[src/design/spc_pkg.sv]
// Shared types, constants and fixed-point helpers for the surfel project-and-cull core.
// No dependencies; every other design file imports this package.
package spc_pkg;

  localparam int FRAC_BITS = 16;

  // reciprocal divider: numerator 2^(2*FRAC_BITS), one quotient bit per step
  localparam int DIV_BITS   = 2 * FRAC_BITS + 1;
  localparam int STEP_BITS  = 4;
  localparam int DIV_STAGES = (DIV_BITS + STEP_BITS - 1) / STEP_BITS;

  // bounds compare width: view size shifted up plus pad, signed
  localparam int BND_W = 14 + FRAC_BITS + 3;

  // register map
  typedef enum logic [2:0] {
    REG_NEAR     = 3'd0,
    REG_FAR      = 3'd1,
    REG_SCALE_X  = 3'd2,
    REG_SCALE_Y  = 3'd3,
    REG_OFFSET_X = 3'd4,
    REG_OFFSET_Y = 3'd5,
    REG_WIDTH    = 3'd6,
    REG_HEIGHT   = 3'd7
  } reg_idx_t;

  localparam logic [30:0] NEAR_RST  = 31'd65536;
  localparam logic [30:0] FAR_RST   = 31'h7FFF_FFFF;
  localparam logic [30:0] SCALE_RST = 31'd65536;
  localparam logic [13:0] VIEW_RST  = 14'd512;

  localparam logic REQ_LOAD = 1'b0;

  localparam int N_MODEL  = 12;
  localparam int N_NORMAL = 9;

  typedef logic [N_MODEL-1:0][31:0]  mcoef_t;
  typedef logic [N_NORMAL-1:0][31:0] ncoef_t;

  typedef struct packed {
    logic [30:0]        near_plane;
    logic [30:0]        far_plane;
    logic [30:0]        scale_x;
    logic [30:0]        scale_y;
    logic signed [31:0] offset_x;
    logic signed [31:0] offset_y;
    logic [13:0]        view_width;
    logic [13:0]        view_height;
  } cfg_t;

  // surfel fields as they arrive
  typedef struct packed {
    logic               invisible;
    logic signed [31:0] pos_x;
    logic signed [31:0] pos_y;
    logic signed [31:0] pos_z;
    logic [30:0]        radius;
    logic signed [31:0] nrm_x;
    logic signed [31:0] nrm_y;
    logic signed [31:0] nrm_z;
  } surf_t;

  // camera-space item after the transform and depth test
  typedef struct packed {
    logic               ok;
    logic signed [31:0] cx;
    logic signed [31:0] cy;
    logic signed [31:0] cz;
    logic [30:0]        radius;
    logic signed [31:0] nx;
    logic signed [31:0] ny;
    logic signed [31:0] nz;
  } item_t;

  typedef struct packed {
    logic               accepted;
    logic signed [31:0] screen_x;
    logic signed [31:0] screen_y;
    logic signed [31:0] cam_x;
    logic signed [31:0] cam_y;
    logic signed [31:0] cam_z;
    logic [30:0]        pad_x;
    logic [30:0]        pad_y;
    logic signed [31:0] cam_nrm_x;
    logic signed [31:0] cam_nrm_y;
    logic signed [31:0] cam_nrm_z;
  } res_t;

  // pipeline occupancy, one flag per unit
  typedef struct packed {
    logic xform;
    logic recip;
    logic view;
  } busy_t;

  function automatic logic signed [31:0] sat32(input logic signed [63:0] v);
    if (v > 64'sh7FFF_FFFF) return 32'sh7FFF_FFFF;
    else if (v < -64'sh8000_0000) return 32'sh8000_0000;
    else return v[31:0];
  endfunction

  function automatic logic [30:0] satu31(input logic signed [63:0] v);
    if (v > 64'sh7FFF_FFFF) return 31'h7FFF_FFFF;
    else if (v < 64'sh0) return 31'h0;
    else return v[30:0];
  endfunction

  // one matrix row: floor-shifted products, summed exactly, then saturated
  function automatic logic signed [31:0] row_sum(input logic signed [63:0] p0,
                                                 input logic signed [63:0] p1,
                                                 input logic signed [63:0] p2,
                                                 input logic signed [31:0] t);
    logic signed [63:0] s;
    s = (p0 >>> FRAC_BITS) + (p1 >>> FRAC_BITS) + (p2 >>> FRAC_BITS) + 64'(t);
    return sat32(s);
  endfunction

endpackage

[src/design/spc_recip.sv]
// Pipelined restoring divider giving floor(2^(2*FRAC_BITS) / cam_z), saturated.
// Depends on spc_pkg; STEP_BITS quotient bits per stage, item carried alongside.
module spc_recip import spc_pkg::*; (
  input  logic        clk,
  input  logic        rst,
  input  logic        adv,
  input  logic        in_vld,
  input  item_t       in_it,
  output logic        out_vld,
  output item_t       out_it,
  output logic [30:0] recip,
  output logic        busy
);

  typedef struct packed {
    logic                vld;
    item_t               it;
    logic [31:0]         rem;
    logic [DIV_BITS-1:0] quo;
  } dstage_t;

  dstage_t pipe [DIV_STAGES+1];

  assign pipe[0].vld = in_vld;
  assign pipe[0].it  = in_it;
  assign pipe[0].rem = '0;
  assign pipe[0].quo = '0;

  for (genvar k = 0; k < DIV_STAGES; k++) begin : g_st
    logic [31:0]         r_n;
    logic [DIV_BITS-1:0] q_n;
    logic [31:0]         dv;

    assign dv = {1'b0, pipe[k].it.cz[30:0]};

    // up to STEP_BITS shift-and-subtract steps (fewer in the last stage); only the top numerator bit is set
    always_comb begin
      r_n = pipe[k].rem;
      q_n = pipe[k].quo;
      for (int j = 0; j < STEP_BITS; j++) begin
        if (k * STEP_BITS + j < DIV_BITS) begin
          r_n = {r_n[30:0], (k * STEP_BITS + j == 0)};
          if (r_n >= dv) begin
            r_n = r_n - dv;
            q_n = {q_n[DIV_BITS-2:0], 1'b1};
          end else begin
            q_n = {q_n[DIV_BITS-2:0], 1'b0};
          end
        end
      end
    end

    always_ff @(posedge clk) begin
      if (rst) begin
        pipe[k+1].vld <= 1'b0;
      end else if (adv) begin
        pipe[k+1].vld <= pipe[k].vld;
      end
      if (adv) begin
        pipe[k+1].it  <= pipe[k].it;
        pipe[k+1].rem <= r_n;
        pipe[k+1].quo <= q_n;
      end
    end
  end

  assign out_vld = pipe[DIV_STAGES].vld;
  assign out_it  = pipe[DIV_STAGES].it;
  assign recip   = ({{(64-DIV_BITS){1'b0}}, pipe[DIV_STAGES].quo} > 64'h7FFF_FFFF)
                   ? 31'h7FFF_FFFF : pipe[DIV_STAGES].quo[30:0];

  always_comb begin
    busy = 1'b0;
    for (int k = 1; k <= DIV_STAGES; k++) busy = busy | pipe[k].vld;
  end

endmodule

[config.mk]
export PLATFORM = sky130hd
export DESIGN_NAME = spc_recip
export DESIGN_NICKNAME = d
export VERILOG_FILES = /design/src/design/spc_pkg.sv /design/src/design/spc_recip.sv
export SDC_FILE = /design/constraint.sdc
export NUM_CORES = 2
export LEC_CHECK = 0
export BUFFER_PORTS_ARGS = -buffer_cell sky130_fd_sc_hd__clkbuf_2
export CAP_MARGIN = 20
export CORE_MARGIN = 2
export CORE_UTILIZATION = 46
export CTS_CLUSTER_DIAMETER = 150
export DETAILED_ROUTE_END_ITERATION = 16
export GPL_TIMING_DRIVEN = 0
export MAX_ROUTING_LAYER = met4
export SLEW_MARGIN = 30
export SYNTH_ARGS = -nofsm -noshare
export SYNTH_HDL_FRONTEND = slang
export SYNTH_SLANG_ARGS = --single-unit
[constraint.sdc]
create_clock -name clk -period 31.5 [get_ports clk]
set_input_delay 9.45 -clock clk [delete_from_list [all_inputs] [get_ports clk]]
set_output_delay 9.45 -clock clk [all_outputs]
set_load 0.01 [all_outputs]
## Word-level counts from Yosys, hierarchy flattened

Cells that the tools add are included.
Widths: inputs -> output; s select.

| cells by class | value |
|---|---|
| bitwise operators | 8 |
| $lt $le $gt $ge | 34 |
| multiplexer cells | 66 |
| add/subtract/negate cells | 32 |

Operators with widths:

| operator | number |
|---|---|
| $ge 32x31->1 | 32 |
| $mux 31 | 33 |
| $sub 31x31->31 | 31 |
| $gt 33x31->1 const B | 1 |
| $mux 1 | 33 |
| $ge 1x31->1 const A | 1 |
| $sub 1x31->31 const A | 1 |
| $or 1x1->1 | 8 |

| word-level totals | value |
|---|---|
| flip-flop bits (word level) | 2450 |

## Logic depth before layout (Yosys ltp)

| depth | value |
|---|---|
| word-level depth | 8 |
| depth in mapped cells | 62 |
| depth with buffers taken out | 56 |

## Least setup slack after synthesis

OpenSTA, ideal clock, no wires.

| path | value |
|---|---|
| path kind | input to register |
| from | in in_it[128] (netlist name) |
| to | reg pipe[2364] (netlist name), data pin |
| setup slack | 12.527 ns |
| data arrival time | 18.713 ns |
| cell stages on the path | 47 |
| cell sequence | inv_1 -> clkbuf_1 -> ha_1 -> nor4b_1 -> nand4_1 -> clkbuf_1 -> a211oi_1 -> ha_1 -> and3_1 -> and2_1 -> a21oi_1 -> nand2_1 -> a211oi_1 -> a21bo_2 -> nand2_1 -> a31oi_1 -> clkinv_1 -> a22oi_1 -> [11 not listed] -> buf_1 -> nand2_1 -> o21ai_0 -> ha_1 -> a21o_1 -> a21o_1 -> a21oi_1 -> nor3b_1 -> a211oi_1 -> nor2_1 -> o211a_1 -> a21oi_1 -> o21ai_0 -> nand2b_1 -> a21oi_1 -> nand2_1 -> clkbuf_1 -> mux2_2 |

| on the way | value |
|---|---|
| cells in the longest elaborated chain, start to end | 8 |
| elaborated cells between the ends (all ways) | 12 |

Ends and longest elaborated chain:

| what | RTL line | source |
|---|---|---|
| from (decl) | spc_recip.sv:8 | `input item_t in_it,` |
| $sub 1x31->31 / $ge 1x31->1 (equally long branches) | spc_recip.sv:44, spc_recip.sv:43 |  |
| $mux 31 | spc_recip.sv:43 | `if (r_n >= dv) begin` |
| $sub 31x31->31 / $ge 32x31->1 (equally long branches) | spc_recip.sv:44, spc_recip.sv:43 |  |
| $mux 31 | spc_recip.sv:43 |  |
| $sub 31x31->31 / $ge 32x31->1 (equally long branches) | spc_recip.sv:44, spc_recip.sv:43 |  |
| $mux 31 | spc_recip.sv:43 |  |
| $sub 31x31->31 / $ge 32x31->1 (equally long branches) | spc_recip.sv:44, spc_recip.sv:43 |  |
| $mux 31 * | spc_recip.sv:43 |  |
| via g_st[0].r_n[11] | spc_recip.sv:30 | `logic [31:0] r_n;` |
| to (decl) | spc_recip.sv:22 | `dstage_t pipe [DIV_STAGES+1];` |

Mark *: on every way through the listed nets, which the timed path passes. The rest lies on a longest branch.
A chain may end at the register's enable or synchronous reset.

## Final worst setup path

| path | value |
|---|---|
| from | in in_it[128] (netlist name) |
| to | reg pipe[2374] (netlist name), data pin |

Same word-level chain as after synthesis.

==> run summary <==
The run finished with clean final reports. The number of vias per cell came out at 5.58. The area of the placeable core is 285000 um2. The number of global-route vias before repair came out at 85200. The routed design uses 17.9 mm of met3 wire.

Setup repair after global routing left no endpoint under its margin. The largest net degree at the start of global routing is 93. The wire length after detailed routing came out at 328 mm. Arrival time at the worst endpoint: 23620 ps.

For the final database, setup skew stands at 40.8 ps. The initial standard-cell utilization of the core was 46.3%; the maximum clock path buffer count was 4. The share of flip-flops with an asynchronous set or reset is 0%. After clock tree synthesis, the clock-pin slew on the worst setup and hold paths is 60 ps. Global routing used 22.5% of the available tracks. The tools report the data required time of the worst path as 32080 ps.

By instance count, the cell type seen most on the critical path is a21oi_1. The clock net in this run drives a total of 2450 sinks. For this run the aggregate overflow at the end of global routing stands at 0.

The fraction of post-synthesis cell area in the top cell type by area is 55.5%. Counting instances in the post-synthesis netlist gives the leading cell types as edfxtp_1 (2441), ha_1 (968), a21oi_1 (903). The clock latency of the later-clocked register in the worst-skew pair was 870 ps; the total of hold buffers inserted after clock tree synthesis was 0. Library cell with the highest instance count after synthesis: edfxtp_1. After detailed routing, the met2 layer carries 149 mm of wire.

Setup TNS after final layout: 0 ps. Largest area contributor in the netlist: edfxtp_1. The first detailed-routing pass took 6 iterations.

For this design, the slowest cell found on the critical path is nor2_1. The synthesized netlist contains 91 unique library cells. The master cell of the clock root buffer was clkbuf_16. The worst register-to-register path has a depth of 55. The number of hold-slack violations in the final timing report is 0. The synthesized netlist cell count is 10800, and the headroom to the max-slew limit is 31.4%.

The die covers 291000 um2. The number of antenna violations at the first check in global routing is 17, and the final period demand of the worst path is 23030 ps. The number of setup violations in the final report came out at 0. TritonCTS built the clock tree.

The count of antenna-violating nets left after detailed routing came out at 0. At the pin with the least slew margin, the transition time is 1020 ps. After clock tree synthesis, the setup repair step added 0 buffers. The width of the chip was 540 um; the post-cts repair resize count was 0. The tightest min-delay check is of the flop to flop type. The worst setup path is captured at a flop.

Area of the mapped netlist: 132000 um2. The number of rows created at floorplan is 196, and the number of cells on the worst hold path is 0. The HPWL after detailed placement is 255 mm. For the number of design-rule violations left by the first detailed-router iteration, the log shows 6528. For the post-detailed-route DRC marker count, the log shows 0. The tool flagged a number of max-cap violations equal to 0. In the final routed layout, each cell accounts on average for 21.0 um. At the end of the flow, the number of nets in the layout was 12800. For the count of pins on the block boundary, the log shows 485. Measured along the y axis, the die boundary spans 540 um. Area growth from synthesis to layout: 12.6%. The achievable clock frequency is 43.4 MHz, and the number of I/O port buffers is 483.

The tools report the first-pass GRT wire length as 496 mm. The highest metal layer carrying signal wires in the routed design is met4. The synthesized design contains 2441 enable-type register cells. The synthesized design contains 2450 register bits. The logs give 0 for the number of max-slew violations in the final report and 5 for the H-tree depth. The critical path is of the primary input to flop type.

The sum of routed wire segments on met1 is 151 mm. Yosys attributes the largest share of cell area to edfxtp_1 (56%), ha_1 (9.2%), mux2_2 (3.7%). In the synthesized netlist the dominant register cell turns out to be edfxtp_1. In this run the worst path has a maximum fanout of 13. During synthesis, Yosys emitted a total of 0 warnings. Of the cells placed in the final design, the portion with a size suffix greater than 1 is 14.0%. For this run, the slowest stage of the critical path takes 760 ps. STA classifies the critical path startpoint as a primary input. The per-instance average area after synthesis is 12.2 um2, and the number of CTS-inserted buffers is 266.

The routed layout has 87100 vias. For this run, the register share of the synthesized area comes to 55.7%. In the finished design, the share of the clock period the worst path needs comes to 73.1%. The routability congestion estimate is 0.935.
stage by stage:
step / util, % / cell area, um2 / setup WS (ps) / cells / hold slack (ps)
after global routing: 52.1 / 149000 / 7860 / 15600 / 389
final: 52.1 / 149000 / 8470 / 15600 / 391
after detailed placement: 49.1 / 140000 / 7540 / 15100 / 405
after global placement: 48.8 / 139000 / -21770 / 15100 / 400
after CTS: 52.1 / 149000 / 8410 / 15600 / 382
after floorplan: - / 132000 / 12530 / 10800 / 400
cell type report:
cell class / count / area (um2)
timing repair buffer: 514 / 3280
fill: 24300 / 137000
clock inverter: 151 / 1700
antenna: 12 / 30.0
multi-input combinational: 7400 / 54000
tap: 3762 / 4710
sequential: 2450 / 73500
buffer: 404 / 2380
inverter: 594 / 2230
clock buffer: 327 / 6890
flip-flops by register name, summed over array words and instances (netlist names):
register and flops:
pipe 1977, out_it 224, out_vld 1, g_st.dv 248
kinds of logic (layout without fill, tap and decap cells):
kind of cell               Yosys count  after routing  synth area share (%)
other                                1             26               0.00284
muxes                              521            521                  4.39
AOI/OAI and AO/OA                 2884           2884                  14.0
DFF                               2450           2450                  55.7
adders and majority gates          975            975                  9.28
buffers and inverters              998           1990                  3.49
and+or+nand+nor                   2235           2235                  8.04
xor gates and xnor gates           771            771                  5.12
worst paths after layout:
check | endpoint | slack (ps) | startpoint
max | pipe[2374] | 8470 | in_it[128]
min | pipe[1303] | 390 | pipe[1593]
max reg2reg | pipe[2071] | 12210 | g_st[1].dv[0]
min reg2reg | pipe[1303] | 390 | pipe[1593]
critical path: cells and delay by family:
| family | cells | cell delay (ps) |
|---|---|---|
| buffers and inverters | 7 | 3070 |
| adder cells (fa/ha/maj) | 4 | 1160 |
| AND/OR/NAND/NOR | 12 | 2970 |
| multiplexers | 1 | 360 |
| AO/OA/AOI/OAI | 23 | 6560 |
placed cells by master, fill, tap and decap left out, types with 28 or more instances in the layout:
master     netlist  final
a31oi_1         80     79
nand4_1         63     63
inv_1          582    582
nor3_1         125    125
o31ai_1         62     62
o31a_1          30     30
nand2_1        630    630
o21bai_1       136    136
xor2_1         251    251
a21oi_1        903    903
o21a_1         168    168
edfxtp_1      2441   2441
a211o_1         30     30
clkbuf_2         0    482
a21boi_0        35     35
clkbuf_1       133    194
mux2_2         434    434
clkinv_1         1     53
mux2i_1         59     58
o21ai_0        563    563
or3_1           69     69
o211ai_1        47     47
a21o_1         422    422
and2_1          62     62
or2_2           38     38
nand3_1        157    157
clkbuf_16        0    266
and3_1          87     87
ha_1           968    968
nor2_1         645    645
mux2_1          28     28
nand2b_1       138    138
buf_4          225    225
nor2b_1        108    108
buf_16           0     31
buf_1           28     28
a211oi_1       104    104
xnor2_1        520    520
metal layers:
layer  up-vias  track usage, %
met3       541            3.47
met4         0            7.07
met2      2199            34.8
met5         -               -
met1     42100            30.5
li1      42200               -
Power is not shown: default switching activity piles up to over one toggle a cycle in this logic, so the estimate is an artifact.
